File: src/design/jfc_pkg.sv
// ----------------------------------------------------------------------------
// jfc_pkg
// Types and constants shared by the feed-drive controller and hour meter.
// ----------------------------------------------------------------------------
package jfc_pkg;

  // Register indexes on the configuration port.
  localparam logic [1:0] REG_TICKS_PER_SECOND = 2'd0;
  localparam logic [1:0] REG_SAVE_INTERVAL    = 2'd1;
  localparam logic [1:0] REG_RAMP_STEP        = 2'd2;
  localparam logic [1:0] REG_SPEED_MAX        = 2'd3;

  // Register reset values.
  localparam logic [7:0] TICKS_PER_SECOND_RST = 8'd20;
  localparam logic [9:0] SAVE_INTERVAL_RST    = 10'd800;
  localparam logic [9:0] RAMP_STEP_RST        = 10'd80;
  localparam logic [9:0] SPEED_MAX_RST        = 10'd800;

  // Status codes.
  localparam logic [3:0] ST_STOP          = 4'd0;
  localparam logic [3:0] ST_FWD           = 4'd1;
  localparam logic [3:0] ST_FWD_FAST      = 4'd2;
  localparam logic [3:0] ST_FWD_LIMIT     = 4'd3;
  localparam logic [3:0] ST_REW           = 4'd4;
  localparam logic [3:0] ST_REW_FAST      = 4'd5;
  localparam logic [3:0] ST_REW_LIMIT     = 4'd6;
  localparam logic [3:0] ST_FEED_FAULT    = 4'd7;
  localparam logic [3:0] ST_SPINDLE_FAULT = 4'd8;
  localparam logic [3:0] ST_WAITING       = 4'd9;
  localparam logic [3:0] ST_TICK          = 4'd10;

  // Item kinds.
  localparam logic MODE_TICK    = 1'b0;
  localparam logic MODE_CONTROL = 1'b1;

  localparam logic [5:0] SIXTY = 6'd60;

  // Maintenance windows: these hours to MAINT_SPAN later, minute 0 (0-1 at H0).
  localparam logic [15:0] MAINT_H0 = 16'd500;
  localparam logic [15:0] MAINT_H1 = 16'd1000;
  localparam logic [15:0] MAINT_H2 = 16'd1500;
  localparam logic [15:0] MAINT_H3 = 16'd2000;
  localparam logic [15:0] MAINT_H4 = 16'd2500;
  localparam logic [15:0] MAINT_SPAN = 16'd2;

  typedef struct packed {
    logic       mode;
    logic       fwd_switch;
    logic       rew_switch;
    logic       fwd_fast_switch;
    logic       rew_fast_switch;
    logic       fwd_limit;
    logic       rew_limit;
    logic       feed_fault;
    logic       spindle_fault;
    logic [9:0] feed_pot;
  } item_t;

  typedef struct packed {
    logic signed [10:0] speed_command;
    logic               command_valid;
    logic [3:0]         drive_status;
    logic               buzzer;
    logic               maintenance_due;
    logic               save_request;
    logic [15:0]        saved_hours;
    logic [5:0]         saved_minutes;
  } result_t;

  typedef struct packed {
    logic        armed;
    logic        buzz;
    logic [9:0]  speed_level;
    logic [9:0]  save_counter;
    logic [7:0]  tick_counter;
    logic [5:0]  seconds_count;
    logic [5:0]  minutes_count;
    logic [15:0] hours_count;
  } state_t;

  typedef struct packed {
    logic [7:0] ticks_per_second;
    logic [9:0] save_interval;
    logic [9:0] ramp_step;
    logic [9:0] speed_max;
  } cfg_t;

endpackage

File: src/design/jfc_core.sv
// ----------------------------------------------------------------------------
// jfc_core
// Next-state and result logic for one item: hour meter on ticks, drive
// command, status and warnings on control passes.
// ----------------------------------------------------------------------------
module jfc_core (
  input  jfc_pkg::item_t   item,
  input  jfc_pkg::state_t  state,
  input  jfc_pkg::cfg_t    cfg,
  output jfc_pkg::state_t  state_next,
  output jfc_pkg::result_t result
);

  logic maint;

  always_comb begin
    logic [15:0] h;
    h = state.hours_count;
    maint = 1'b0;
    if (h >= jfc_pkg::MAINT_H0 && h <= jfc_pkg::MAINT_H0 + jfc_pkg::MAINT_SPAN
        && state.minutes_count <= 6'd1) begin
      maint = 1'b1;
    end else if (state.minutes_count == 6'd0) begin
      maint = (h >= jfc_pkg::MAINT_H1 && h <= jfc_pkg::MAINT_H1 + jfc_pkg::MAINT_SPAN) ||
              (h >= jfc_pkg::MAINT_H2 && h <= jfc_pkg::MAINT_H2 + jfc_pkg::MAINT_SPAN) ||
              (h >= jfc_pkg::MAINT_H3 && h <= jfc_pkg::MAINT_H3 + jfc_pkg::MAINT_SPAN) ||
              (h >= jfc_pkg::MAINT_H4 && h <= jfc_pkg::MAINT_H4 + jfc_pkg::MAINT_SPAN);
    end
  end

  always_comb begin
    logic [9:0]  sc;
    logic [7:0]  tc;
    logic [5:0]  sec;
    logic [5:0]  mins;
    logic [10:0] ramp_sum;
    logic [9:0]  ramped;
    logic        ramp_ok;
    logic        flhit;
    logic        rlhit;
    logic        neg;
    logic [9:0]  mag;
    logic [9:0]  lvl;

    state_next = state;
    result     = '0;
    neg        = 1'b0;
    mag        = '0;
    sc         = state.save_counter + 10'd1;
    tc         = state.tick_counter + 8'd1;
    sec        = state.seconds_count + 6'd1;
    mins       = state.minutes_count + 6'd1;
    flhit      = item.fwd_limit && (item.fwd_switch || item.fwd_fast_switch);
    rlhit      = item.rew_limit && (item.rew_switch || item.rew_fast_switch);
    // Ramping only runs with a fast switch on, so it always starts from the
    // stored level.
    ramp_ok    = state.speed_level < cfg.speed_max;
    ramp_sum   = {1'b0, state.speed_level} + {1'b0, cfg.ramp_step};
    ramped     = (ramp_sum > {1'b0, cfg.speed_max}) ? cfg.speed_max : ramp_sum[9:0];
    lvl        = (!item.fwd_fast_switch && !item.rew_fast_switch) ?
                 {1'b0, item.feed_pot[9:1]} : state.speed_level;

    if (item.mode == jfc_pkg::MODE_TICK) begin
      result.drive_status = jfc_pkg::ST_TICK;
      // A zero interval compares as always reached, like an interval of one.
      if (sc >= cfg.save_interval) begin
        state_next.save_counter = '0;
        result.save_request     = 1'b1;
        result.saved_hours      = state.hours_count;
        result.saved_minutes    = state.minutes_count;
      end else begin
        state_next.save_counter = sc;
      end
      if (tc >= cfg.ticks_per_second) begin
        state_next.tick_counter = '0;
        if (sec >= jfc_pkg::SIXTY) begin
          state_next.seconds_count = '0;
          if (mins >= jfc_pkg::SIXTY) begin
            state_next.minutes_count = '0;
            state_next.hours_count   = state.hours_count + 16'd1;
          end else begin
            state_next.minutes_count = mins;
          end
        end else begin
          state_next.seconds_count = sec;
        end
      end else begin
        state_next.tick_counter = tc;
      end
    end else if (!state.armed && (item.fwd_switch || item.rew_switch ||
                                  item.fwd_fast_switch || item.rew_fast_switch)) begin
      result.drive_status = jfc_pkg::ST_WAITING;
    end else begin
      state_next.armed     = 1'b1;
      result.command_valid = 1'b1;
      if (item.feed_fault || item.spindle_fault) begin
        result.drive_status = item.feed_fault ? jfc_pkg::ST_FEED_FAULT :
                                                jfc_pkg::ST_SPINDLE_FAULT;
        state_next.buzz     = 1'b1;
      end else begin
        result.maintenance_due = maint;
        state_next.speed_level = lvl;
        state_next.buzz        = flhit || rlhit;
        if (flhit) begin
          result.drive_status = jfc_pkg::ST_FWD_LIMIT;
        end else if (item.fwd_fast_switch && (item.fwd_switch || !item.rew_switch)) begin
          result.drive_status = jfc_pkg::ST_FWD_FAST;
          result.command_valid = ramp_ok;
          if (ramp_ok) begin
            state_next.speed_level = ramped;
            mag = ramped;
          end
        end else if (item.fwd_switch) begin
          result.drive_status = jfc_pkg::ST_FWD;
          mag = lvl;
        end else if (rlhit) begin
          result.drive_status = jfc_pkg::ST_REW_LIMIT;
        end else if (item.rew_fast_switch && (item.rew_switch || !item.fwd_switch)) begin
          result.drive_status = jfc_pkg::ST_REW_FAST;
          result.command_valid = ramp_ok;
          if (ramp_ok) begin
            state_next.speed_level = ramped;
            mag = ramped;
            neg = 1'b1;
          end
        end else if (item.rew_switch) begin
          result.drive_status = jfc_pkg::ST_REW;
          mag = lvl;
          neg = 1'b1;
        end else begin
          result.drive_status = jfc_pkg::ST_STOP;
        end
      end
    end

    result.speed_command = neg ? -$signed({1'b0, mag}) : $signed({1'b0, mag});
    result.buzzer        = state_next.buzz;
  end

endmodule

File: src/design/jog_feed_controller_hour_meter.sv
// An accepted item is held in the input register until its result is loaded.
// Throughput: one item per cycle; the input register and the result register
// both advance whenever the result register is empty or being taken.
// Reset (synchronous, active high) disarms the drive, clears all counters,
// the speed level and the buzzer, and loads the register defaults.
// ----------------------------------------------------------------------------
// jog_feed_controller_hour_meter
// Feed-drive controller with run-hour meter, one input and one result
// register around the per-item logic.
// ----------------------------------------------------------------------------
module jog_feed_controller_hour_meter (
  input  logic               clk,
  input  logic               rst,
  // Input item channel.
  input  logic               in_valid,
  output logic               in_stall,
  input  logic               mode,
  input  logic               fwd_switch,
  input  logic               rew_switch,
  input  logic               fwd_fast_switch,
  input  logic               rew_fast_switch,
  input  logic               fwd_limit,
  input  logic               rew_limit,
  input  logic               feed_fault,
  input  logic               spindle_fault,
  input  logic [9:0]         feed_pot,
  // Result channel.
  output logic               out_valid,
  input  logic               out_stall,
  output logic signed [10:0] speed_command,
  output logic               command_valid,
  output logic [3:0]         drive_status,
  output logic               buzzer,
  output logic               maintenance_due,
  output logic               save_request,
  output logic [15:0]        saved_hours,
  output logic [5:0]         saved_minutes,
  // Configuration write channel.
  input  logic               cfg_valid,
  output logic               cfg_ready,
  input  logic [1:0]         cfg_index,
  input  logic [9:0]         cfg_data
);

  jfc_pkg::item_t   item;
  logic             item_valid;
  jfc_pkg::state_t  state;
  jfc_pkg::state_t  state_next;
  jfc_pkg::cfg_t    cfg;
  jfc_pkg::result_t result_next;
  jfc_pkg::result_t result;

  logic out_load;
  logic advance;

  assign out_load  = !out_valid || !out_stall;
  assign advance   = item_valid && out_load;
  assign in_stall  = item_valid && !out_load;
  assign cfg_ready = 1'b1;

  jfc_core u_core (
    .item       (item),
    .state      (state),
    .cfg        (cfg),
    .state_next (state_next),
    .result     (result_next)
  );

  always_ff @(posedge clk) begin
    if (rst) begin
      item_valid <= 1'b0;
    end else if (in_valid && !in_stall) begin
      item_valid <= 1'b1;
    end else if (advance) begin
      item_valid <= 1'b0;
    end
  end

  always_ff @(posedge clk) begin
    if (in_valid && !in_stall) begin
      item.mode            <= mode;
      item.fwd_switch      <= fwd_switch;
      item.rew_switch      <= rew_switch;
      item.fwd_fast_switch <= fwd_fast_switch;
      item.rew_fast_switch <= rew_fast_switch;
      item.fwd_limit       <= fwd_limit;
      item.rew_limit       <= rew_limit;
      item.feed_fault      <= feed_fault;
      item.spindle_fault   <= spindle_fault;
      item.feed_pot        <= feed_pot;
    end
  end

  always_ff @(posedge clk) begin
    if (rst) begin
      state <= '0;
    end else if (advance) begin
      state <= state_next;
    end
  end

  always_ff @(posedge clk) begin
    if (rst) begin
      out_valid <= 1'b0;
    end else if (out_load) begin
      out_valid <= item_valid;
    end
  end

  always_ff @(posedge clk) begin
    if (advance) begin
      result <= result_next;
    end
  end

  always_ff @(posedge clk) begin
    if (rst) begin
      cfg.ticks_per_second <= jfc_pkg::TICKS_PER_SECOND_RST;
      cfg.save_interval    <= jfc_pkg::SAVE_INTERVAL_RST;
      cfg.ramp_step        <= jfc_pkg::RAMP_STEP_RST;
      cfg.speed_max        <= jfc_pkg::SPEED_MAX_RST;
    end else if (cfg_valid && cfg_ready) begin
      case (cfg_index)
        jfc_pkg::REG_TICKS_PER_SECOND: cfg.ticks_per_second <= cfg_data[7:0];
        jfc_pkg::REG_SAVE_INTERVAL:    cfg.save_interval    <= cfg_data;
        jfc_pkg::REG_RAMP_STEP:        cfg.ramp_step        <= cfg_data;
        jfc_pkg::REG_SPEED_MAX:        cfg.speed_max        <= cfg_data;
        default: ;
      endcase
    end
  end

  assign speed_command   = result.speed_command;
  assign command_valid   = result.command_valid;
  assign drive_status    = result.drive_status;
  assign buzzer          = result.buzzer;
  assign maintenance_due = result.maintenance_due;
  assign save_request    = result.save_request;
  assign saved_hours     = result.saved_hours;
  assign saved_minutes   = result.saved_minutes;

endmodule
File: config.mk
export PLATFORM = sky130hd
export DESIGN_NAME = jog_feed_controller_hour_meter
export DESIGN_NICKNAME = d
export VERILOG_FILES = /design/src/design/jfc_pkg.sv /design/src/design/jfc_core.sv /design/src/design/jog_feed_controller_hour_meter.sv
export SDC_FILE = /design/constraint.sdc
export NUM_CORES = 1
export LEC_CHECK = 0
export BUFFER_PORTS_ARGS = -buffer_cell sky130_fd_sc_hd__buf_2
export CAP_MARGIN = 40
export CORE_MARGIN = 2
export CORE_UTILIZATION = 35
export CTS_BUF_LIST = sky130_fd_sc_hd__clkbuf_8
export DETAILED_ROUTE_END_ITERATION = 12
export PLACE_DENSITY_LB_ADDON = 0.05
export SETUP_SLACK_MARGIN = 0.02
export SLEW_MARGIN = 10
export SYNTH_ARGS = -nofsm -noshare
export SYNTH_HDL_FRONTEND = slang
export SYNTH_SLANG_ARGS = --single-unit
File: constraint.sdc
create_clock -name clk -period 6.1 [get_ports clk]
set_input_delay 0.305 -clock clk [delete_from_list [all_inputs] [get_ports clk]]
set_output_delay 0.305 -clock clk [all_outputs]
set_load 0.1 [all_outputs]
## Word-level counts from Yosys, hierarchy flattened

Cells that the tools add are included.

| storage, ports and cells | value |
|---|---|
| bits in registers | 158 |
| bits of input ports | 36 |
| output and inout port bits | 44 |
| logic and storage cells | 174 |

| cells by class | value |
|---|---|
| $add $sub $neg | 7 |
| order comparisons | 17 |
| eq/ne operators | 3 |
| muxes and demuxes | 56 |
| bitwise logic cells | 4 |
| reductions and logical operators | 53 |

Operator list:

| cell | count |
|---|---|
| two-way mux 10 bit | 21 |
| >= comparator 16 x 11 -> 1 bit (second input constant) | 2 |
| less-or-equal comparator 16 x 11 -> 1 bit (second input constant) | 2 |
| two-way mux 23 bit | 1 |
| two-way mux 11 bit | 2 |
| two-way mux 1 bit | 20 |
| two-way mux 4 bit | 5 |
| adder 16 x 1 -> 16 bit (second input constant) | 1 |
| >= comparator 16 x 10 -> 1 bit (second input constant) | 1 |
| >= comparator 16 x 12 -> 1 bit (second input constant) | 1 |
| >= comparator 16 x 9 -> 1 bit (second input constant) | 1 |
| less-or-equal comparator 16 x 10 -> 1 bit (second input constant) | 1 |
| less-or-equal comparator 16 x 12 -> 1 bit (second input constant) | 1 |
| less-or-equal comparator 16 x 9 -> 1 bit (second input constant) | 1 |
| logical AND 1 bit | 15 |
| logical OR 1 bit | 13 |
| adder 6 x 1 -> 6 bit (second input constant) | 2 |
| >= comparator 6 bit (second input constant) | 2 |
| two-way mux 6 bit | 2 |
| adder 10 x 10 -> 11 bit | 1 |
| greater-than comparator 11 x 10 -> 1 bit | 1 |
| negator 10 -> 11 bit | 1 |
| adder 10 x 1 -> 10 bit (second input constant) | 1 |
| >= comparator 10 bit | 1 |
| other kinds (21) | 41 |

## Longest topological paths before layout

Gate-level depths: netlist (run 1).

| logic depth | value |
|---|---|
| depth after elaboration | 14 |
| mapped depth | 22 |
| gate-level depth less buffers | 21 |

## By module

A second synthesis (run 1) with hierarchy kept.

| unflattened totals | value |
|---|---|
| cell total of the unflattened synthesis | 1152 |
| area total of the unflattened synthesis | 10313.6 um^2 |

Modules (own cells, without submodules):

| module | times used | cells an instance | area each (um^2) | sequential area each (um^2) |
|---|---|---|---|---|
| jog_feed_controller_hour_meter | 1 | 471 | 6018.3 | 3763.6 |
| jfc_core | 1 | 681 | 4295.4 | 0.0 |

## Least setup slack after synthesis (run 1)

OpenSTA, ideal clock, no wires.

| timing path | value |
|---|---|
| path type | register -> register |
| start point | register, netlist name state[46] |
| end point | register result, in the netlist speed_command[6] (data pin) |
| setup time | 260 ps |
| arrival time | 4129 ps |
| data required time | 5840 ps |
| slack | 1711 ps |
| stages on the path, launching flop included | 23 |
| path buffers | 1 |
| period minus slack after synthesis | 4389 ps |
| path through | dfxtp_1 > ha_1 > inv_1 > fa_1 > nor2b_1 > o31a_1 > o21ai_0 > a211o_1 > xnor2_1 > ha_1 > nand3_1 > nand3b_1 > a211oi_2 > o21ai_2 > nor2_4 > buf_2 > mux2i_1 > o22ai_1 > nand2_1 > ha_1 > o2111ai_1 > o31ai_2 > xnor2_1 |

RTL lines:

| what | RTL line | source |
|---|---|---|
| end signal: assignment | jog_feed_controller_hour_meter.sv:112 | `result <= result_next;` |
| end: declaration | jog_feed_controller_hour_meter.sv:51 | `jfc_pkg::result_t result;` |

==> run metrics, run 1 <==
Final setup viols 0; HPWL after DPL 16700 um; DRT antenna net count 0; via count 7124; reg-to-reg setup timing slack 1100 ps; Critical Path Start Type flop; total number of H-tree levels 4; drt first pass iters 4; GR Util met1 0.270; first-pass GRT wire length 36300 um; Synth Register Bits 157; Clk Latency, worst-skew pair 460 ps; CP max stage cell nor2_4; post-layout min period 5000 ps; Crit path arrival time 5210 ps; Async SR Flop Fraction 0; Die Y-Extent 163 um; DR WL/cell 16.1 um; Die Wd 163 um; routability congestion estimate 0.808; syn_area_per_cell 8.97 sq um; Max FO, Critical Path 15; Worst-Margin Slew 737 ps; Critical R2R Capture speed_command[6]$_DFFE_PP_; Synthesis Warnings 0; Cell Pwr Density 225 nW/um^2; Cells after Synth 986; FF+latch area 3730 sq um; Leakage 4.03 nW; register area share after synthesis 0.422; syn nets 1080; Avg Vias per Cell 5.08; area of the multi-input gates 4750 sq um; Yosys cell types 74; port buffer count 77; maxcap violations 0; TritonCTS clock tree yes; post-cts sizing count 0; area delta synth->final 14.2%; clock buffer depth 2; initial core utilization 0.354; full die area 26600 sq um; crit-path cells ha_1, inv_1, fa_1, nor2b_1, o31a_1, o21ai_0, a211o_1, xnor2_1, ha_1, nand3_1, nand3b_1, a211oi_2, o21ai_2, nor2_4, mux2i_1, o22ai_1, nand2_1, ha_1, o2111ai_1, o31ai_2, xnor2_1; GRT met3 Usage 0.0326; number of synthesized flops with an enable pin 59; CP Depth 21; Crit path buffers/inverters 1; relative slew slack 0.507; First DRT Iteration DRCs 395; antenna violations before repair 0; TNS Setup 0 ps; CP Launch Point state[46]$_SDFFE_PP0P_; Clock Pin Slew Worst Setup and Hold Paths 100 ps; Filler Cells Inserted 2582; setup bufs post-CTS 0; largest net degree at the start of global routing 44; Fmax achieved 200 MHz; io pins 80; CP Class reg2reg; Register-to-Register Path Depth 21; WL final 22600 um; worst path required time 6310 ps; mapped cell area 8850 sq um; WHS 41.3 ps; Global Route Usage Sum 0.174; Slew Viols, Final 0; share of post-route cells with drive strength above 1 0.142; Hold Buf Count CTS 7; critical path endpoint speed_command[6]$_DFFE_PP_; Tcrit/Tclk final 0.819; worst r2r src state[46]$_SDFFE_PP0P_; most frequent cell on the critical path ha_1; grt met2 use 0.253; total core area 25000 sq um; cts bufs inserted 17; Fin. Hold Viols 0; Max VDD drop 0.000155 V; CTS root buffer clkbuf_8; Largest delay share family, worst path compound AO/OA/AOI/OAI gates; run status complete, no violations; GRT overflow 0; number of global-route vias before repair 6687; Hold Path Origin fwd_fast_switch; residual DRC count 0; Layout Skew 14.3 ps; # diodes 0; critical path endpoint category flop; unrepaired setup endpoints after global routing no; Final #Nets 1152; Synth Flop Type dfxtp_1; CTS Sinks 157; CP peak stage delay 410 ps; Rows 58; busiest grt layer met1; HP Class in2reg
[report_power, final]
part / internal (W) / switching [W] / total [W] / leakage [nW]
combinational: 0.0000662 / 0.000200 / 0.000266 / 2.47
sequential: 0.00112 / 0.0000201 / 0.00114 / 1.34
clock: 0.000432 / 0.000439 / 0.000871 / 0.221
total: 0.00161 / 0.000659 / 0.00227 / 4.03
[synthesized netlist by cell type (7+ instances only)]
library cell | instances | area [sq um]
nand2_1 | 116 | 435
dfxtp_1 | 98 | 1960
a21oi_1 | 92 | 460
nor2_1 | 77 | 289
edfxtp_1 | 59 | 1770
ha_1 | 57 | 713
inv_1 | 47 | 176
nand3_1 | 43 | 215
o21ai_0 | 43 | 215
clkbuf_1 | 31 | 116
mux2i_1 | 21 | 210
nor3_1 | 20 | 100
and2_1 | 18 | 113
xor2_1 | 18 | 158
o211ai_1 | 16 | 120
xnor2_1 | 16 | 140
and3_1 | 15 | 93.8
a21o_1 | 14 | 105
nor4_1 | 11 | 68.8
nor2b_1 | 10 | 62.6
or2_2 | 10 | 62.6
or4_1 | 10 | 75.1
nand2b_1 | 9 | 56.3
nand3b_1 | 9 | 67.6
o21a_1 | 7 | 52.6
o22ai_1 | 7 | 43.8
[routing by layer]
metal  vias to the layer above  share of wire
li1                       3705              -
met2                       123           0.41
met5                         -              0
met1                      3288           0.55
met3                         8          0.035
met4                         0         0.0061
[sequential cells by signal, summed over array words and instances, names as in the netlist]
register,cells
saved_hours,16
state,58
cfg,38
command_valid,1
save_request,1
item,18
saved_minutes,6
speed_command,11
buzzer,1
drive_status,4
maintenance_due,1
item_valid,1
out_valid,1
[area by class of cell]
cell class | instances | share of cell area
Multi-Input combinational cell | 737 | 0.470
Sequential cell | 157 | 0.370
Timing Repair Buffer | 97 | 0.0580
Tap cell | 330 | 0.0409
Clock buffer | 18 | 0.0245
Clock inverter | 14 | 0.0191
Inverter | 48 | 0.0178
[logic make-up (layout without fill, tap and decap cells)]
kind of cell             after synthesis  in the layout  share of synthesized area
multiplexers                          27             27                     0.0314
other                                  1              1                   0.000424
buffers and inverters                 92            177                     0.0413
flip-flops                           157            157                      0.422
AND/OR/NAND/NOR                      376            376                      0.215
AO/OA/AOI/OAI                        240            240                      0.172
adder cells (fa/ha/maj)               59             59                     0.0840
XOR/XNOR                              34             34                     0.0337
[stage by stage]
step,cells,cell area (sq um),utilization,setup slack (ps),power (W)
6_report,1401,10100,0.405,1100,0.00227
5_1_grt,1401,10100,0.405,687,0.00237
4_1_cts,1398,10100,0.403,1100,0.00230
3_5_place_dp,1359,9560,0.383,1100,0.00142
3_3_place_gp,1356,9510,0.381,1140,0.00142
2_1_floorplan,986,8850,-,1710,0.00135
[layout by cell type, fill, tap and decap left out, drive strengths merged, types with 10 or more instances in the layout]
cell,count
nor4,13
and3,15
o211ai,16
inv,55
clkbuf,18
edfxtp,59
xor2,18
xnor2,16
nor3,23
nand3,43
buf,87
and2,18
nand2,116
or2,11
dlygate4sd3,10
dfxtp,98
nor2b,10
or4,10
mux2i,21
a21oi,92
a21o,14
ha,57
o21ai,49
nor2,78
[worst min path at each step]
stage / slack [ps] / depth (start not counted) / end
4_1_cts: 0.9 / 1 / item[11]$_DFFE_PP_
2_1_floorplan: 400 / 0 / item[10]$_DFFE_PP_
3_3_place_gp: 440 / 2 / cfg[22]$_SDFFE_PP0P_
5_1_grt: 2 / 1 / item[16]$_DFFE_PP_
6_report: 40 / 1 / item[15]$_DFFE_PP_
3_5_place_dp: 450 / 2 / cfg[27]$_SDFFE_PP0P_
Note: power is estimated with default switching activity, not from simulation.
==> run 2: changes to the inputs <==
Clock period 6.1 ns to 4.6 ns, I/O delays scaled along.
==> run metrics, run 2 (same netlist as run 1, synthesis figures left out) <==
run status complete, no violations; routability congestion estimate 0.840; Layout Skew 18.0 ps; drt first pass iters 5; worst path required time 4820 ps; total core area 25000 sq um; Final Core Density 0.418; Global Route Usage Sum 0.179; Fmax achieved 230 MHz; antenna violations before repair 0; number of global-route vias before repair 6861; share of post-route cells with drive strength above 1 0.164; full die area 26600 sq um; Critical Path Start Type flop; Largest regs state (58), cfg (38), item (18); residual DRC count 0; Crit path arrival time 4560 ps; cts bufs inserted 17; number of flip-flops in the largest register 58; CTS Sinks 157; Max FO, Critical Path 6; commonest cells after routing, fill and taps aside 116 x nand2_1, 93 x dfxtp_1, 92 x a21oi_1, 77 x nor2_1, 77 x buf_2; DR WL/cell 16.5 um; # diodes 0; Fin. Hold Viols 0; Die Y-Extent 163 um; largest net degree at the start of global routing 62; Leakage 4.13 nW; maxcap violations 0; Clock Pin Slew Worst Setup and Hold Paths 110 ps; Die Wd 163 um; DRT antenna net count 0; initial core utilization 0.354; io pins 80; port buffer count 77; Reg with most FFs state; grt met2 use 0.266; relative slew slack 0.478; Final setup viols 0; busiest grt layer met1; first-pass GRT wire length 37500 um; Rows 58; Max VDD drop 0.000145 V; via count 7318; area delta synth->final 17.8%; TritonCTS clock tree yes; CP Class reg2reg; Worst-Margin Slew 780 ps; HPWL after DPL 16900 um; TNS Setup 0 ps; unrepaired setup endpoints after global routing no; CTS root buffer clkbuf_8; GR Util met1 0.275; First DRT Iteration DRCs 414; Avg Vias per Cell 5.16; clock buffer depth 2; GRT overflow 0; WL final 23400 um; critical path endpoint category flop; Slew Viols, Final 0; post-layout min period 4340 ps; Final #Nets 1170; Filler Cells Inserted 2553; Cell Pwr Density 286 nW/um^2; HP Class in2reg; GRT met3 Usage 0.0270; most common cell after layout, fill and taps aside nand2_1; Tcrit/Tclk final 0.943; total number of H-tree levels 4; Clk Latency, worst-skew pair 460 ps
[run 2: final timing paths]
check                               endpoint  cells past startpoint  slack, ps                    from
setup reg to reg  speed_command[6]$_DFFE_PP_                     19        260  state[49]$_SDFFE_PP0P_
hold reg to reg         cfg[21]$_SDFFE_PP0P_                      2        460    cfg[21]$_SDFFE_PP0P_
setup / recovery  speed_command[6]$_DFFE_PP_                     19        260  state[49]$_SDFFE_PP0P_
hold / removal          cfg[19]$_SDFFE_PP0P_                      3         30             cfg_data[9]
[run 2: repair_timing]
action,CTS,global route
hold endpoints to repair,19,0
endpoints found under the setup margin,0,7
gates resized for setup,0,28
setup buffers,0,1
hold buffers,19,0
[run 2: through the flow]
stage	setup slack [ps]	cells	power, W	hold slack (ps)	instance area, sq um
floorplan	211	986	0.00179	329	8850
global placement	149	1364	0.00188	408	9570
detailed placement	91.7	1367	0.00189	408	9650
CTS	67.9	1418	0.00302	7.98	10300
global route	16.9	1419	0.00311	22.8	10400
finish	261	1419	0.00298	34.0	10400
[run 2: layout make-up]
cell class / count / area, sq um / share of cell area
Timing Repair Buffer: 115 / 774 / 0.0743
Multi-Input combinational cell: 737 / 4880 / 0.468
Tap cell: 330 / 413 / 0.0396
Clock inverter: 15 / 201 / 0.0193
Clock buffer: 17 / 234 / 0.0224
Inverter: 48 / 180 / 0.0173
Sequential cell: 157 / 3740 / 0.359
[run 2: report_power, final]
group          switching, W  internal, W
Sequential        0.0000262      0.00148
Combinational      0.000271    0.0000999
Clock              0.000637     0.000471
Total              0.000934      0.00205
[run 2: critical path, cell delays in order, from the launching register on]
cell and delay [ps]:
dfxtp_1 370, ha_1 270, nor4_1 290, o21ai_0 190
a31o_2 290, a21oi_1 180, xnor2_1 170, ha_1 300
a21oi_1 200, nand3b_1 120, a211oi_2 280, o21ai_4 120
nor2_4 160, mux2i_2 260, o22ai_1 120, nand2_1 130
ha_4 170, o2111ai_4 140, o31ai_2 240, xnor2_1 100
[run 2: per-layer routing]
| metal | up-vias | part of all wire |
|---|---|---|
| li1 | 3736 | - |
| met1 | 3433 | 0.54 |
| met2 | 137 | 0.42 |
| met3 | 12 | 0.035 |
| met4 | 0 | 0.0072 |
| met5 | - | 0 |
==> run 3: changes to the inputs <==
Settings changed: CORE_MARGIN 2 to 3.
==> run metrics, run 3 (same netlist as run 1, synthesis figures left out) <==
Rows 57; initial core utilization 0.360; DR WL/cell 16.5 um; port buffer count 77; number of flip-flops in the largest register 58; Worst-Margin Slew 771 ps; Max VDD drop 0.000147 V; relative slew slack 0.484; Critical Path Start Type flop; full die area 27200 sq um; clock share of power 0.354; FF+latch area 3740 sq um; CTS Sinks 157; routability congestion estimate 0.811; DRT antenna net count 0; HP Class in2reg; Fin. Hold Viols 0; area of the multi-input gates 4860 sq um; TritonCTS clock tree yes; First DRT Iteration DRCs 468; total core area 24600 sq um; Die Y-Extent 165 um; Placed Instances 1362; Final #Nets 1170; GRT overflow 0; via count 7317; Crit path arrival time 4600 ps; Layout Skew 14.5 ps; Fmax achieved 228 MHz; WHS 35.2 ps; HPWL after DPL 16800 um; Cell Pwr Density 281 nW/um^2; run status complete, no violations; Clk Latency, worst-skew pair 470 ps; maxcap violations 0; post-layout min period 4380 ps; CTS root buffer clkbuf_8; io pins 80; Post-Layout Inst Area 10300 sq um; most common cell after layout, fill and taps aside nand2_1; Max FO, Critical Path 14; antenna violations before repair 0; sequential power share 0.521; Int Pwr 0.00198 W; number of global-route vias before repair 6875; area delta synth->final 16.4%; Reg with most FFs state; Combinational Power Share 0.125; TNS Setup 0 ps; cts bufs inserted 17; Die Wd 165 um; residual DRC count 0; Avg Vias per Cell 5.18; Tcrit/Tclk final 0.952; Slew Viols, Final 0; clock buffer depth 2; first-pass GRT wire length 37600 um; share of post-route cells with drive strength above 1 0.163; worst path required time 4820 ps; setup bufs post-CTS 0; Filler Cells Inserted 2547; Clock Pin Slew Worst Setup and Hold Paths 100 ps; # diodes 0; CP Class reg2reg; Final setup viols 0; dpl cell area 9620 sq um; critical path endpoint category flop; switching share of power 0.316; Leakage 4.09 nW; commonest cells after routing, fill and taps aside 116 x nand2_1, 96 x dfxtp_1, 92 x a21oi_1, 77 x nor2_1, 77 x buf_2; Global Route Usage Sum 0.175; total number of H-tree levels 4; P_sw 0.000915 W; largest net degree at the start of global routing 58; Non-Filler Instances 1413; drt first pass iters 5; WL final 23300 um; Largest regs state (58), cfg (38), item (18)
==> run 3: cell type report <==
type / instances / share of cell area
Clock inverter: 15 / 0.0146
Sequential cell: 157 / 0.363
Timing Repair Buffer: 115 / 0.0717
Tap cell: 324 / 0.0393
Clock buffer: 17 / 0.0227
Multi-Input combinational cell: 737 / 0.472
Inverter: 48 / 0.0175
==> run 3: power groups by stage <==
stage	logic, W	clock network [W]	registers [W]
floorplan	0.000140	0	0.00165
global placement	0.000343	0	0.00154
detailed placement	0.000346	0	0.00154
CTS	0.000360	0.00107	0.00151
global route	0.000392	0.00113	0.00151
finish	0.000362	0.00103	0.00151
==> run 3: what timing repair did <==
| action | in CTS | in global routing |
|---|---|---|
| hold endpoints to repair | 19 | 0 |
| setup endpoints to repair | 0 | 7 |
| gates resized for setup | 0 | 24 |
| hold buffers | 19 | 0 |
==> run 3: per-stage QoR <==
step,worst slack (ps),utilization,total power (W)
after CTS,50.8,0.414,0.00294
after floorplan,211,-,0.00179
after global placement,163,0.390,0.00188
after global routing,-14.5,0.419,0.00304
after detailed placement,87.2,0.391,0.00189
final,222,0.419,0.00289
==> run 3: routing by layer <==
layer / vias to the layer above / share of wire / track usage
li1: 3733 / - / -
met3: 17 / 0.041 / 0.0296
met1: 3433 / 0.55 / 0.277
met2: 134 / 0.40 / 0.244
met5: - / 0 / 0
met4: 0 / 0.012 / 0.0419
==> run 3: final timing paths <==
kind | from | endpoint | slack [ps] | cells past startpoint
max | state[46]$_SDFFE_PP0P_ | speed_command[6]$_DFFE_PP_ | 220 | 19
max reg2reg | state[46]$_SDFFE_PP0P_ | speed_command[6]$_DFFE_PP_ | 220 | 19
min reg2reg | cfg[21]$_SDFFE_PP0P_ | cfg[21]$_SDFFE_PP0P_ | 460 | 2
min | out_stall | out_valid$_SDFFE_PP0P_ | 40 | 3
==> run 3: worst max-delay path, stage by stage, from the launching register on <==
cell and delay (ps):
dfxtp_1 360, ha_2 210, inv_1 60, fa_2 360, nor2b_2 150, o31a_1 150, o21ai_0 120, a211o_1 310
xnor2_2 150, ha_1 290, nand3_1 100, nand3b_1 100, a211oi_2 280, o21ai_4 130, nor2_4 130, buf_4 260
mux2i_2 370, o22ai_1 180, o31ai_2 300, xnor2_1 100
